==> src/design/qdps_pkg.sv <==
// Shared constants for the quadrature decoder with period-based rate.
// Used by the channel interfaces and the top level; depends on nothing.
package qdps_pkg;

  localparam int DATA_W      = 32;
  localparam int TIME_W      = 32;
  localparam int ACT_W       = 2;
  localparam int DIR_W       = 2;
  localparam int CFG_IDX_W   = 1;

  // Timestamp ring
  localparam int RING_DEPTH  = 8;
  localparam int IDX_W       = (RING_DEPTH > 1) ? $clog2(RING_DEPTH) : 1;

  // Dividend is (RING_DEPTH-1) * |rate_scale|, quotient has the same width
  localparam int NUM_W       = DATA_W + $clog2(RING_DEPTH);
  localparam int CNT_W       = $clog2(NUM_W);

  // Item kinds
  localparam logic [ACT_W-1:0] ACT_EDGE  = 2'd0;
  localparam logic [ACT_W-1:0] ACT_SNAP  = 2'd1;
  localparam logic [ACT_W-1:0] ACT_QUERY = 2'd2;

  // Direction codes
  localparam logic [DIR_W-1:0] DIR_NONE = 2'd0;
  localparam logic [DIR_W-1:0] DIR_FWD  = 2'd1;
  localparam logic [DIR_W-1:0] DIR_REV  = 2'd2;

  // Register map
  localparam logic [CFG_IDX_W-1:0] CFG_RATE_SCALE    = 1'd0;
  localparam logic [CFG_IDX_W-1:0] CFG_STALL_TIMEOUT = 1'd1;

  localparam logic [DATA_W-1:0] RATE_SCALE_RST    = 32'hFFFF_C000;  // -0.25 in Q16.16
  localparam logic [TIME_W-1:0] STALL_TIMEOUT_RST = 32'd65535;

  localparam logic [DATA_W-1:0] RATE_MAX = 32'h7FFF_FFFF;
  localparam logic [DATA_W-1:0] RATE_MIN = 32'h8000_0000;

endpackage

==> src/design/qdps_if.sv <==
// Valid/ready channel interfaces: item in, result out, register write.
// Depends on qdps_pkg for field widths.
interface qdps_in_if;
  logic                          valid;
  logic                          ready;
  logic [qdps_pkg::ACT_W-1:0]    action;
  logic                          edge_channel;
  logic                          level_a;
  logic                          level_b;
  logic [qdps_pkg::TIME_W-1:0]   time_now;

  modport source (output valid, action, edge_channel, level_a, level_b, time_now,
                  input ready);
  modport sink   (input valid, action, edge_channel, level_a, level_b, time_now,
                  output ready);
endinterface

interface qdps_out_if;
  logic                               valid;
  logic                               ready;
  logic signed [qdps_pkg::DATA_W-1:0] position;
  logic        [qdps_pkg::DATA_W-1:0] edge_total;
  logic signed [qdps_pkg::DATA_W-1:0] count_delta;
  logic signed [qdps_pkg::DATA_W-1:0] rate;
  logic                               rate_valid;
  logic        [qdps_pkg::DIR_W-1:0]  direction;

  modport source (output valid, position, edge_total, count_delta, rate, rate_valid,
                  direction, input ready);
  modport sink   (input valid, position, edge_total, count_delta, rate, rate_valid,
                  direction, output ready);
endinterface

interface qdps_cfg_if;
  logic                             valid;
  logic                             ready;
  logic [qdps_pkg::CFG_IDX_W-1:0]   index;
  logic [qdps_pkg::DATA_W-1:0]      data;

  modport source (output valid, index, data, input ready);
  modport sink   (input valid, index, data, output ready);
endinterface

==> src/design/quadrature_decoder_period_speed.sv <==
// Quadrature decoder with period-based rate: position, edge total, delta and
// a Q16.16 rate from a ring of edge timestamps. Uses qdps_pkg and qdps_if.
//
//  channel    dir  handshake     carries
//  item_i     in   valid/ready   action, edge_channel, level_a, level_b, time_now
//  result_o   out  valid/ready   position, edge_total, count_delta, rate,
//                                rate_valid, direction
//  cfg_i      in   valid/ready   index (0 rate_scale, 1 stall_timeout), data
//
// Each request passes through state update, ring read, scale/stall prep,
// span, then one quotient bit per cycle from the restoring divider, then
// saturation. With no valid rate the divider is skipped.
// item_i.ready is high only while the sequencer is idle; a finished result sits
// in the output register, so the next request can be taken while it waits.
// If the previous result is still not taken, the final step holds.
// rst_ni clears counters, direction, ring control and registers to their
// defaults; the timestamp ring itself is not cleared. cfg_i is always ready.
module quadrature_decoder_period_speed (
  input  logic               clk_i,
  input  logic               rst_ni,
  qdps_in_if.sink            item_i,
  qdps_out_if.source         result_o,
  qdps_cfg_if.sink           cfg_i
);

  // Sequencer states
  localparam logic [2:0] S_IDLE = 3'd0;
  localparam logic [2:0] S_UPD  = 3'd1;  // counters, ring write
  localparam logic [2:0] S_RD   = 3'd2;  // ring read (oldest, newest)
  localparam logic [2:0] S_PREP = 3'd3;  // stall check, scale magnitude * (depth-1)
  localparam logic [2:0] S_SPAN = 3'd4;  // span, rate qualifiers, divider load
  localparam logic [2:0] S_DIV  = 3'd5;  // one quotient bit per cycle
  localparam logic [2:0] S_FIN  = 3'd6;  // saturate, load output register

  localparam int DW = qdps_pkg::DATA_W;
  localparam int TW = qdps_pkg::TIME_W;
  localparam int NW = qdps_pkg::NUM_W;
  localparam int XW = qdps_pkg::IDX_W;
  localparam int CW = qdps_pkg::CNT_W;

  logic [2:0] state_q, state_d;

  // Config registers
  logic [DW-1:0] rate_scale_q;
  logic [TW-1:0] stall_timeout_q;

  // Captured request
  logic [qdps_pkg::ACT_W-1:0] act_q;
  logic                       fwd_q;
  logic [TW-1:0]              now_q;

  // Decoder state
  logic [DW-1:0]              pos_q;
  logic [DW-1:0]              edges_q;
  logic [DW-1:0]              snap_q;
  logic [qdps_pkg::DIR_W-1:0] dir_q;
  logic [XW-1:0]              ring_idx_q;
  logic                       ring_full_q;

  // Ring memory and its registered reads
  logic [TW-1:0] ring_mem [qdps_pkg::RING_DEPTH];
  logic [TW-1:0] oldest_q, newest_raw_q, newest_q;

  // Rate datapath
  logic [NW-1:0] num_q;
  logic [TW-1:0] span_q;
  logic [NW-1:0] dvd_q;
  logic [TW-1:0] rem_q;
  logic [CW-1:0] cnt_q;
  logic          rate_ok_q;

  // Output register
  logic          out_valid_q;
  logic [DW-1:0] out_pos_q, out_edges_q, out_delta_q, out_rate_q;
  logic          out_rvalid_q;
  logic [qdps_pkg::DIR_W-1:0] out_dir_q;

  // ---------------------------------------------------------------------------
  // Handshakes
  // ---------------------------------------------------------------------------
  logic in_fire, out_load;

  assign item_i.ready = (state_q == S_IDLE);
  assign cfg_i.ready  = 1'b1;
  assign in_fire      = item_i.valid && item_i.ready;
  // final step may load when the slot is empty or being drained this cycle
  assign out_load     = (state_q == S_FIN) && (!out_valid_q || result_o.ready);

  // ---------------------------------------------------------------------------
  // Edge update: a direction change restarts the ring before this write
  // ---------------------------------------------------------------------------
  logic [qdps_pkg::DIR_W-1:0] edge_dir;
  logic                       dir_change;
  logic [XW-1:0]              wr_idx;
  logic                       base_full;
  logic                       wr_last;
  logic [XW-1:0]              next_idx;
  logic                       ring_we;

  assign edge_dir   = fwd_q ? qdps_pkg::DIR_FWD : qdps_pkg::DIR_REV;
  assign dir_change = (dir_q != edge_dir);
  assign wr_idx     = dir_change ? '0 : ring_idx_q;
  assign base_full  = dir_change ? 1'b0 : ring_full_q;
  assign wr_last    = (wr_idx == XW'(qdps_pkg::RING_DEPTH - 1));
  assign next_idx   = wr_last ? '0 : XW'(wr_idx + XW'(1));
  assign ring_we    = (state_q == S_UPD) && (act_q == qdps_pkg::ACT_EDGE);

  // newest entry sits just behind the write index
  logic [XW-1:0] newest_idx;
  assign newest_idx = (ring_idx_q == '0) ? XW'(qdps_pkg::RING_DEPTH - 1)
                                         : XW'(ring_idx_q - XW'(1));

  // ---------------------------------------------------------------------------
  // Prep: stall replacement and numerator
  // ---------------------------------------------------------------------------
  logic          scale_neg;
  logic [DW-1:0] scale_mag;
  logic [NW-1:0] num_w;
  logic [TW-1:0] idle_ticks;
  logic [TW-1:0] span_w;

  assign scale_neg  = rate_scale_q[DW-1];
  // two's complement of 0x80000000 is itself, which is the right magnitude
  assign scale_mag  = scale_neg ? DW'(~rate_scale_q + DW'(1)) : rate_scale_q;
  assign num_w      = NW'(scale_mag) * NW'(qdps_pkg::RING_DEPTH - 1);
  assign idle_ticks = now_q - newest_raw_q;
  assign span_w     = newest_q - oldest_q;

  // ---------------------------------------------------------------------------
  // Restoring divider step
  // ---------------------------------------------------------------------------
  logic [TW:0]   rem_sh;
  logic          rem_ge;
  logic [TW:0]   rem_sub;

  assign rem_sh  = {rem_q, dvd_q[NW-1]};
  assign rem_ge  = (rem_sh >= {1'b0, span_q});
  assign rem_sub = rem_sh - {1'b0, span_q};

  // ---------------------------------------------------------------------------
  // Saturation: sign from scale, flipped for reverse travel
  // ---------------------------------------------------------------------------
  logic          rate_neg;
  logic [DW-1:0] rate_sat;

  assign rate_neg = scale_neg ^ (dir_q == qdps_pkg::DIR_REV);

  always_comb begin
    if (rate_neg) begin
      if (dvd_q >= NW'(qdps_pkg::RATE_MIN)) begin
        rate_sat = qdps_pkg::RATE_MIN;
      end else begin
        rate_sat = DW'(~dvd_q[DW-1:0] + DW'(1));
      end
    end else begin
      if (dvd_q >= NW'(qdps_pkg::RATE_MAX)) begin
        rate_sat = qdps_pkg::RATE_MAX;
      end else begin
        rate_sat = dvd_q[DW-1:0];
      end
    end
  end

  // ---------------------------------------------------------------------------
  // Sequencer
  // ---------------------------------------------------------------------------
  always_comb begin
    state_d = state_q;
    case (state_q)
      S_IDLE:  if (in_fire) state_d = S_UPD;
      S_UPD:   state_d = S_RD;
      S_RD:    state_d = S_PREP;
      S_PREP:  state_d = S_SPAN;
      S_SPAN: begin
        if (ring_full_q && (dir_q != qdps_pkg::DIR_NONE) && (span_w != '0)) begin
          state_d = S_DIV;
        end else begin
          state_d = S_FIN;
        end
      end
      S_DIV:   if (cnt_q == '0) state_d = S_FIN;
      S_FIN:   if (out_load) state_d = S_IDLE;
      default: state_d = S_IDLE;
    endcase
  end

  always_ff @(posedge clk_i or negedge rst_ni) begin
    if (!rst_ni) begin
      state_q <= S_IDLE;
    end else begin
      state_q <= state_d;
    end
  end

  // Config registers
  always_ff @(posedge clk_i or negedge rst_ni) begin
    if (!rst_ni) begin
      rate_scale_q    <= qdps_pkg::RATE_SCALE_RST;
      stall_timeout_q <= qdps_pkg::STALL_TIMEOUT_RST;
    end else if (cfg_i.valid && cfg_i.ready) begin
      if (cfg_i.index == qdps_pkg::CFG_RATE_SCALE) begin
        rate_scale_q <= cfg_i.data;
      end else if (cfg_i.index == qdps_pkg::CFG_STALL_TIMEOUT) begin
        stall_timeout_q <= cfg_i.data;
      end
    end
  end

  // Request capture; direction bit 1 = forward
  always_ff @(posedge clk_i) begin
    if (in_fire) begin
      act_q <= item_i.action;
      fwd_q <= item_i.level_a ^ item_i.level_b ^ item_i.edge_channel;
      now_q <= item_i.time_now;
    end
  end

  // Decoder state
  always_ff @(posedge clk_i or negedge rst_ni) begin
    if (!rst_ni) begin
      pos_q       <= '0;
      edges_q     <= '0;
      snap_q      <= '0;
      dir_q       <= qdps_pkg::DIR_NONE;
      ring_idx_q  <= '0;
      ring_full_q <= 1'b0;
    end else if (state_q == S_UPD) begin
      if (act_q == qdps_pkg::ACT_EDGE) begin
        pos_q       <= fwd_q ? DW'(pos_q + DW'(1)) : DW'(pos_q - DW'(1));
        edges_q     <= DW'(edges_q + DW'(1));
        dir_q       <= edge_dir;
        ring_idx_q  <= next_idx;
        ring_full_q <= base_full | wr_last;
      end else if (act_q == qdps_pkg::ACT_SNAP) begin
        snap_q <= pos_q;
      end
    end
  end

  // Timestamp ring
  always_ff @(posedge clk_i) begin
    if (ring_we) begin
      ring_mem[wr_idx] <= now_q;
    end
  end

  always_ff @(posedge clk_i) begin
    if (state_q == S_RD) begin
      oldest_q     <= ring_mem[ring_idx_q];
      newest_raw_q <= ring_mem[newest_idx];
    end
  end

  // Rate datapath
  always_ff @(posedge clk_i) begin
    if (state_q == S_PREP) begin
      newest_q <= (idle_ticks >= stall_timeout_q) ? now_q : newest_raw_q;
      num_q    <= num_w;
    end
    if (state_q == S_SPAN) begin
      span_q <= span_w;
      dvd_q  <= num_q;
      rem_q  <= '0;
      cnt_q  <= CW'(NW - 1);
    end else if (state_q == S_DIV) begin
      rem_q <= rem_ge ? rem_sub[TW-1:0] : rem_sh[TW-1:0];
      dvd_q <= {dvd_q[NW-2:0], rem_ge};
      cnt_q <= CW'(cnt_q - CW'(1));
    end
  end

  always_ff @(posedge clk_i or negedge rst_ni) begin
    if (!rst_ni) begin
      rate_ok_q <= 1'b0;
    end else if (state_q == S_SPAN) begin
      rate_ok_q <= (state_d == S_DIV);
    end
  end

  // Output register
  always_ff @(posedge clk_i or negedge rst_ni) begin
    if (!rst_ni) begin
      out_valid_q <= 1'b0;
    end else if (out_load) begin
      out_valid_q <= 1'b1;
    end else if (result_o.ready) begin
      out_valid_q <= 1'b0;
    end
  end

  always_ff @(posedge clk_i) begin
    if (out_load) begin
      out_pos_q    <= pos_q;
      out_edges_q  <= edges_q;
      out_delta_q  <= DW'(pos_q - snap_q);
      out_rate_q   <= rate_ok_q ? rate_sat : '0;
      out_rvalid_q <= rate_ok_q;
      out_dir_q    <= dir_q;
    end
  end

  assign result_o.valid       = out_valid_q;
  assign result_o.position    = out_pos_q;
  assign result_o.edge_total  = out_edges_q;
  assign result_o.count_delta = out_delta_q;
  assign result_o.rate        = out_rate_q;
  assign result_o.rate_valid  = out_rvalid_q;
  assign result_o.direction   = out_dir_q;

  // ---------------------------------------------------------------------------
  // Assertions
  // ---------------------------------------------------------------------------
  // a full ring only exists once some direction has been seen
  a_full_has_dir: assert property (@(posedge clk_i) disable iff (!rst_ni)
    ring_full_q |-> (dir_q != qdps_pkg::DIR_NONE))
    else $error("ring full with no direction");

  // partial remainder stays below the divisor through the division
  a_rem_bound: assert property (@(posedge clk_i) disable iff (!rst_ni)
    (state_q == S_DIV) |-> (rem_q < span_q))
    else $error("divider remainder out of range");

  // an unqualified rate must read as zero
  a_rate_zero: assert property (@(posedge clk_i) disable iff (!rst_ni)
    (result_o.valid && !result_o.rate_valid) |-> (result_o.rate == '0))
    else $error("rate nonzero while not valid");

  // divider is only entered with a nonzero span
  a_span_nz: assert property (@(posedge clk_i) disable iff (!rst_ni)
    ((state_q == S_SPAN) && (state_d == S_DIV)) |=> (span_q != '0))
    else $error("division by zero span");

endmodule
==> src/flat_wrapper.sv <==
// flat-port wrapper written by rule: the top's interface ports become plain ports
module quadrature_decoder_period_speed_flat 
  (clk_i, rst_ni, item_i_valid, item_i_action, item_i_edge_channel, item_i_level_a, item_i_level_b, item_i_time_now, item_i_ready, result_o_valid, result_o_position, result_o_edge_total, result_o_count_delta, result_o_rate, result_o_rate_valid, result_o_direction, result_o_ready, cfg_i_valid, cfg_i_index, cfg_i_data, cfg_i_ready);
  qdps_in_if item_i_i ();
  qdps_out_if result_o_i ();
  qdps_cfg_if cfg_i_i ();
  input  logic clk_i;
  input  logic rst_ni;
  input wire logic [$bits(item_i_i.valid)-1:0] item_i_valid;
  input wire logic [$bits(item_i_i.action)-1:0] item_i_action;
  input wire logic [$bits(item_i_i.edge_channel)-1:0] item_i_edge_channel;
  input wire logic [$bits(item_i_i.level_a)-1:0] item_i_level_a;
  input wire logic [$bits(item_i_i.level_b)-1:0] item_i_level_b;
  input wire logic [$bits(item_i_i.time_now)-1:0] item_i_time_now;
  output wire logic [$bits(item_i_i.ready)-1:0] item_i_ready;
  output wire logic [$bits(result_o_i.valid)-1:0] result_o_valid;
  output wire logic [$bits(result_o_i.position)-1:0] result_o_position;
  output wire logic [$bits(result_o_i.edge_total)-1:0] result_o_edge_total;
  output wire logic [$bits(result_o_i.count_delta)-1:0] result_o_count_delta;
  output wire logic [$bits(result_o_i.rate)-1:0] result_o_rate;
  output wire logic [$bits(result_o_i.rate_valid)-1:0] result_o_rate_valid;
  output wire logic [$bits(result_o_i.direction)-1:0] result_o_direction;
  input wire logic [$bits(result_o_i.ready)-1:0] result_o_ready;
  input wire logic [$bits(cfg_i_i.valid)-1:0] cfg_i_valid;
  input wire logic [$bits(cfg_i_i.index)-1:0] cfg_i_index;
  input wire logic [$bits(cfg_i_i.data)-1:0] cfg_i_data;
  output wire logic [$bits(cfg_i_i.ready)-1:0] cfg_i_ready;
  assign item_i_i.valid = item_i_valid;
  assign item_i_i.action = item_i_action;
  assign item_i_i.edge_channel = item_i_edge_channel;
  assign item_i_i.level_a = item_i_level_a;
  assign item_i_i.level_b = item_i_level_b;
  assign item_i_i.time_now = item_i_time_now;
  assign item_i_ready = item_i_i.ready;
  assign result_o_valid = result_o_i.valid;
  assign result_o_position = result_o_i.position;
  assign result_o_edge_total = result_o_i.edge_total;
  assign result_o_count_delta = result_o_i.count_delta;
  assign result_o_rate = result_o_i.rate;
  assign result_o_rate_valid = result_o_i.rate_valid;
  assign result_o_direction = result_o_i.direction;
  assign result_o_i.ready = result_o_ready;
  assign cfg_i_i.valid = cfg_i_valid;
  assign cfg_i_i.index = cfg_i_index;
  assign cfg_i_i.data = cfg_i_data;
  assign cfg_i_ready = cfg_i_i.ready;
  quadrature_decoder_period_speed u_core (.clk_i(clk_i), .rst_ni(rst_ni), .item_i(item_i_i), .result_o(result_o_i), .cfg_i(cfg_i_i));
endmodule
==> config.mk <==
export PLATFORM = sky130hd
export DESIGN_NAME = quadrature_decoder_period_speed_flat
export DESIGN_NICKNAME = d
export VERILOG_FILES = /design/src/design/qdps_pkg.sv /design/src/design/qdps_if.sv /design/src/design/quadrature_decoder_period_speed.sv /design/src/flat_wrapper.sv
export SDC_FILE = /design/constraint.sdc
export NUM_CORES = 2
export LEC_CHECK = 0
export BUFFER_PORTS_ARGS = -buffer_cell sky130_fd_sc_hd__buf_2
export CORE_ASPECT_RATIO = 1.25
export CORE_UTILIZATION = 56
export DETAILED_ROUTE_END_ITERATION = 7
export PLACE_DENSITY = 0.84
export SLEW_MARGIN = 20
export SYNTH_ARGS = -nofsm -noshare
export SYNTH_HDL_FRONTEND = slang
export SYNTH_SLANG_ARGS = --single-unit
==> constraint.sdc <==
create_clock -name clk_i -period 10.7 [get_ports clk_i]
set_input_delay 0.535 -clock clk_i [delete_from_list [all_inputs] [get_ports clk_i]]
set_output_delay 0.535 -clock clk_i [all_outputs]
set_load 0.005 [all_outputs]
### Word-level counts from Yosys, hierarchy flattened

Memories as Yosys holds them, arrays and structs flattened. A register that Yosys moved wholly into a read port is not among the register bits.
Cells that the tools add are included.

| cells by class | value |
|---|---|
| $mul | 1 |
| order comparisons | 4 |
| equal/unequal tests | 11 |
| add/subtract/negate cells | 12 |
| bitwise logic cells | 8 |
| multiplexer cells | 23 |
| reduce and logical (&&, ||, !) cells | 19 |

Operators by type and width:

| cell | count |
|---|---|
| $mux 32 | 7 |
| $add 32x1->32 const B | 4 |
| $sub 32x32->32 | 4 |
| $mux 35 | 2 |
| $not 32->32 | 2 |
| $ge 35x31->1 const B | 1 |
| $ge 35x32->1 const B | 1 |
| $mul 32x3->35 const B | 1 |
| $ge 33x32->1 | 1 |
| $ge 32x32->1 | 1 |
| $reduce_bool 32->1 | 1 |
| $sub 32x1->32 const B | 1 |
| $pmux 3 s7 | 1 |
| $mux 3 | 6 |
| $eq 3x3->1 const B | 5 |
| $eq 3x2->1 const B | 2 |
| $logic_not 3->1 | 2 |
| $logic_not 6->1 | 1 |
| $reduce_and 2->1 | 3 |
| $reduce_bool 2->1 | 3 |
| $sub 6x1->6 const B | 1 |
| $logic_and 1x1->1 | 5 |
| $mux 1 | 5 |
| $mux 2 | 2 |
| other kinds (13) | 16 |

| word-level totals | value |
|---|---|
| memories | 1 |
| bits in registers | 509 |
| logic and storage cells | 105 |
| input port bits | 75 |
| memory bits (writable) | 256 |

Memories:

| memory | words | width | read ports | clocked after memory_dff | write ports | line | RTL |
|---|---|---|---|---|---|---|---|
| u_core.ring_mem | 8 | 32 | 2 | 2 | 1 | quadrature_decoder_period_speed.sv:61 | `logic [TW-1:0] ring_mem [qdps_pkg::RING_DEPTH];` |

### Longest topological paths before layout

| depth | value |
|---|---|
| depth after elaboration | 6 |
| gate-level depth with buffers | 27 |
| mapped depth without buffers | 26 |

### Least setup slack after synthesis

No wires, ideal clock.

| timing path | value |
|---|---|
| path kind | register to register |
| start point | reg u_core.state_q[1] |
| end point | reg u_core.out_delta_q[0] (netlist: u_core.result_o.count_delta[0]) (enable) |
| required time | 9.892 ns |
| library setup time | 0.808 ns |
| path slack | -0.277 ns |
| arrival time | 10.169 ns |
| stages on the path, launching flop included | 4 |
| period minus slack after synthesis | 10.977 ns |
| path through | dfrtp_1 > clkbuf_1 > nand2_1 > nor3b_1 |

| between the ends | value |
|---|---|
| word-level cells in the longest chain between the ends | 2 |

RTL lines:

| element | line | RTL |
|---|---|---|
| from (decl) | quadrature_decoder_period_speed.sv:41 | `logic [2:0] state_q, state_d;` |
| from (signal assigned) | quadrature_decoder_period_speed.sv:191 | `state_q <= state_d;` |
| $eq 3x3->1 | quadrature_decoder_period_speed.sv:87 | `assign out_load = (state_q == S_FIN) && (!out_valid_q \|\| result_o.ready);` |
| $logic_and 1x1->1 | quadrature_decoder_period_speed.sv:87 |  |
| via u_core.out_load | quadrature_decoder_period_speed.sv:81 | `logic in_fire, out_load;` |
| to (signal assigned) | quadrature_decoder_period_speed.sv:295 | `out_delta_q <= DW'(pos_q - snap_q);` |
| to (decl) | quadrature_decoder_period_speed.sv:74 | `logic [DW-1:0] out_pos_q, out_edges_q, out_delta_q, out_rate_q;` |

The timed path passes the listed nets, and every way through them passes these cells.
A chain may end at the register's enable or synchronous reset.

### Final worst setup path

| timing path | value |
|---|---|
| start point | reg u_core.now_q[0] |
| end point | reg u_core.newest_q[0], data pin |

| between the ends | value |
|---|---|
| word-level cells in the longest chain between the ends | 3 |

RTL lines:

| element | line | RTL |
|---|---|---|
| from (decl) | quadrature_decoder_period_speed.sv:50 | `logic [TW-1:0] now_q;` |
| from (signal assigned) | quadrature_decoder_period_speed.sv:214 | `now_q <= item_i.time_now;` |
| $sub 32x32->32 | quadrature_decoder_period_speed.sv:126 | `assign idle_ticks = now_q - newest_raw_q;` |
| $ge 32x32->1 | quadrature_decoder_period_speed.sv:257 | `newest_q <= (idle_ticks >= stall_timeout_q) ? now_q : newest_raw_q;` |
| $mux 32 * | quadrature_decoder_period_speed.sv:257 |  |
| to (signal assigned) | quadrature_decoder_period_speed.sv:257 |  |
| to (decl) | quadrature_decoder_period_speed.sv:62 | `logic [TW-1:0] oldest_q, newest_raw_q, newest_q;` |

Mark *: on every way between the ends. The rest lies on a longest branch, timed or not.

==> reports/metrics.yaml <==
drc: 0
starting_utilization_of_the_core_area_pct: 56.6
power.static_leakage_uw: 0.0197
maximum_number_of_pins_on_one_net_before_global_route_repair: 72
num_cts_buffers: 80
rows: 115
count_of_vias_placed_by_the_detailed_router: 29400
cts_hold_buffers: 1
boundaryPins: 209
detailedPlacementHpwl_um: 68100
outcome: "finished clean"
rsz0062_at_grt: "no"
worst_pin_slew_ps: 1080
drt_iter0_markers: 2296
final_count_of_negative_setup_slack_endpoints: 0
synth-seq-cells: 829
fmax_mhz: 149
place.detailed.instances: 4774
drv_slew: 0
clockRootBuffer: "sky130_fd_sc_hd__clkbuf_16"
timing.slew.headroom_pct: 28.0
synth.cell_area_mm2: 0.0445
timing_worst_setup_path_type: "flop to flop"
number_of_flip_flops_under_the_largest_register_name: 256
wirelength_um: 99600
final_layout_size_suffix_gt1_share_pct: 19.8
maxCapViolCount: 0
power.switching_fraction_pct: 38.2
cpMostUsedCell: "sky130_fd_sc_hd__o21ai_0"
power.density_mw_per_mm2: 316
die-width_um: 254
die_h_um: 317
critical_path.startpoint_type: "flop"
postSynth.asyncResetShare_pct: 20.6
global_route_usage_over_all_layers_pct: 25.0
max_stage_delay_ps: 520
post_cts.resized_instances: 0
synth_area_leader_cell: "sky130_fd_sc_hd__edfxtp_1"
fin_tns_setup_ps: 0
share_seq_of_total_power_pct: 32.6
synth_cells: 3592
clock_tree.htree_level_count: 3
switching_power_uw: 5970
fin_worst_skew_ps: 30.5
tritoncts: "yes"
gp_congestion: 0.942
power.share.clock_pct: 18.7
critPathSlowestCell: "sky130_fd_sc_hd__edfxtp_1"
final_stage_net_count: 4147
grt.overflow.total: 0
vias_per_cell: 5.98
antenna_left: 0
grt_first_pass_wirelength_um: 157000
top_flip_flop_cell_by_instance_count_after_synthesis: "sky130_fd_sc_hd__edfxtp_1"
internal-power_uw: 9670
final_cell_area_mm2: 0.0495
crit_arrival_ps: 7110
nFillCells: 5710
cts.sink_count: 829
period_share_pct: 62.8
ir_worst_vdd_mv: 0.179
drt-pass1-iter-count: 7
grt_antenna_before_repair: 3
pwr-share-comb_pct: 48.8
clock_period_minus_worst_slack_ps: 6710
synth.distinct_cells: 85
place_area_mm2: 0.0468
insertion_delay_ps: 650
dieArea_mm2: 0.0807
edff_count_synth: 620
wl_per_cell_um: 20.2
hold_class: "primary input to flop"
largestRegisters: "u_core.ring_mem (256), u_core.dvd_q (35), u_core.num_q (35)"
postSynthAreaPerCell_um2: 12.4
layoutNonFillerInstCount: 4925
synth_sequential_area_ratio_pct: 53.2
worstPathMaxFanout: 32
register_with_the_most_flip_flops: "u_core.ring_mem"
end_kind: "flop"
area.growth.synth_to_final_pct: 11.3
number_of_buffers_inserted_by_port_buffering: 207
postCtsSetupBuffers: 0
clkSlewWorstSetupHoldPaths_ps: 70
synth_largest_type_area_fraction_pct: 41.8
first_global_vias: 29200
finalHoldViolations: 0
yosysWarnings: 0
clockBufferDepth: 3
post_syn_nets: 3935
final_util_pct: 62.9
synth_top_cells_by_area: "sky130_fd_sc_hd__edfxtp_1 42%, sky130_fd_sc_hd__dfrtp_1 7.7%, sky130_fd_sc_hd__ha_1 6.5%, sky130_fd_sc_hd__mux4_2 6.5%, sky130_fd_sc_hd__mux2_2 4.8%"
critPathRequiredTime_ps: 11090
core_region_area_mm2: 0.0787
==> synth_stat cells (10+ instances only) <==
cell type and n:
sky130_fd_sc_hd__buf_1 22, sky130_fd_sc_hd__or3_1 21, sky130_fd_sc_hd__nand4_1 30, sky130_fd_sc_hd__dfstp_2 34
sky130_fd_sc_hd__nor2b_1 52, sky130_fd_sc_hd__nand3_1 61, sky130_fd_sc_hd__fa_1 37, sky130_fd_sc_hd__xor2_1 61
sky130_fd_sc_hd__o21a_1 43, sky130_fd_sc_hd__nor2_1 174, sky130_fd_sc_hd__nor3_1 72, sky130_fd_sc_hd__nand2_1 286
sky130_fd_sc_hd__and3_1 26, sky130_fd_sc_hd__a31oi_1 24, sky130_fd_sc_hd__or4_1 12, sky130_fd_sc_hd__inv_1 256
sky130_fd_sc_hd__o41ai_1 10, sky130_fd_sc_hd__dfrtp_1 137, sky130_fd_sc_hd__xnor2_1 157, sky130_fd_sc_hd__and2_1 10
sky130_fd_sc_hd__dfxtp_1 38, sky130_fd_sc_hd__edfxtp_1 620, sky130_fd_sc_hd__ha_1 231, sky130_fd_sc_hd__a211oi_1 19
sky130_fd_sc_hd__nor4_1 23, sky130_fd_sc_hd__a21o_1 104, sky130_fd_sc_hd__o21bai_1 26, sky130_fd_sc_hd__a21oi_1 196
sky130_fd_sc_hd__o31ai_1 22, sky130_fd_sc_hd__clkbuf_1 84, sky130_fd_sc_hd__o21ai_0 184, sky130_fd_sc_hd__nand2b_1 30
sky130_fd_sc_hd__mux2_2 191, sky130_fd_sc_hd__o211ai_1 14, sky130_fd_sc_hd__mux4_2 128, sky130_fd_sc_hd__a221oi_1 17
sky130_fd_sc_hd__a22o_1 17
==> layout make-up <==
type,instances,area [um^2],share of cell area [%]
well taps,1053,1320,2.66
clock buffers,103,2200,4.45
inverters,258,968,1.95
diodes,2,5.00,0.0101
clock inverters,45,508,1.03
repair buffers,245,1330,2.68
flip-flops and latches,829,23700,47.9
multi-input cells,2390,19500,39.4
==> cell families after synthesis <==
group	share of synthesized area, %
and+or+nand+nor	9.09
DFF	53.2
AOI/OAI and AO/OA	10.5
buffers and inverters	3.25
muxes	11.5
adders and majority gates	8.15
xor gates and xnor gates	4.29
other	0.00842
==> cell usage in the layout, fill, tap and decap left out, types with 135 or more instances in the layout <==
master	instances
sky130_fd_sc_hd__buf_2	206
sky130_fd_sc_hd__inv_1	254
sky130_fd_sc_hd__xnor2_1	157
sky130_fd_sc_hd__nor2_1	169
sky130_fd_sc_hd__dfrtp_1	135
sky130_fd_sc_hd__nand2_1	286
sky130_fd_sc_hd__mux2_2	191
sky130_fd_sc_hd__a21oi_1	194
sky130_fd_sc_hd__o21ai_0	184
sky130_fd_sc_hd__edfxtp_1	620
sky130_fd_sc_hd__ha_1	230
==> worst paths after layout <==
path / start / to / slack, ps / cells past startpoint
max in group asynchronous: rst_ni / u_core.ring_idx_q[1] / 8920 / 3
min: item_i_time_now[13] / u_core.now_q[13] / 60 / 1
min in group asynchronous: rst_ni / u_core.edges_q[29] / 390 / 2
min reg2reg: u_core.edges_q[18] / u_core.result_o.edge_total[18] / 450 / 0
max: u_core.now_q[0] / u_core.newest_q[0] / 3990 / 26
max reg2reg: u_core.now_q[0] / u_core.newest_q[0] / 3990 / 26
==> critical path: cells and delay by family (launching register included) <==
family,cells,cell delay (ps)
AOI/OAI and AO/OA,13,3620
adders and majority gates,3,860
DFF,1,520
buffers and inverters,3,470
and+or+nand+nor,5,440
muxes,1,360
xor gates and xnor gates,1,150
==> power by group through the flow <==
| stage | sequential [uW] | clock [uW] | combinational [uW] |
|---|---|---|---|
| floorplan | 4940 | 0 | 5890 |
| global placement | 5110 | 0 | 7260 |
| detailed placement | 5140 | 0 | 7480 |
| CTS | 5090 | 2960 | 7590 |
| global route | 5170 | 3080 | 8400 |
| finish | 5090 | 2920 | 7620 |
==> metrics by stage <==
| stage | setup slack, ps | total power (uW) | hold WS, ps |
|---|---|---|---|
| final | 3990 | 15600 | 64.5 |
| after global routing | 3420 | 16600 | 44.2 |
| after detailed placement | 4330 | 12600 | 436 |
| after CTS | 4230 | 15600 | 31.7 |
| after global placement | 4510 | 12400 | 431 |
| after floorplan | 4390 | 10800 | 239 |
==> metal layers <==
| layer | global-route usage [%] | routed length, um | share of wire, % | vias to the layer above |
|---|---|---|---|---|
| li1 | - | - | - | 13800 |
| met1 | 30.5 | 38600 | 39 | 14300 |
| met2 | 44.0 | 51200 | 51 | 1077 |
| met3 | 3.41 | 5780 | 5.8 | 241 |
| met4 | 11.1 | 3950 | 4.0 | 2 |
| met5 | 0 | 13 | 0.013 | - |
Note: power is estimated with default switching activity, not from simulation.
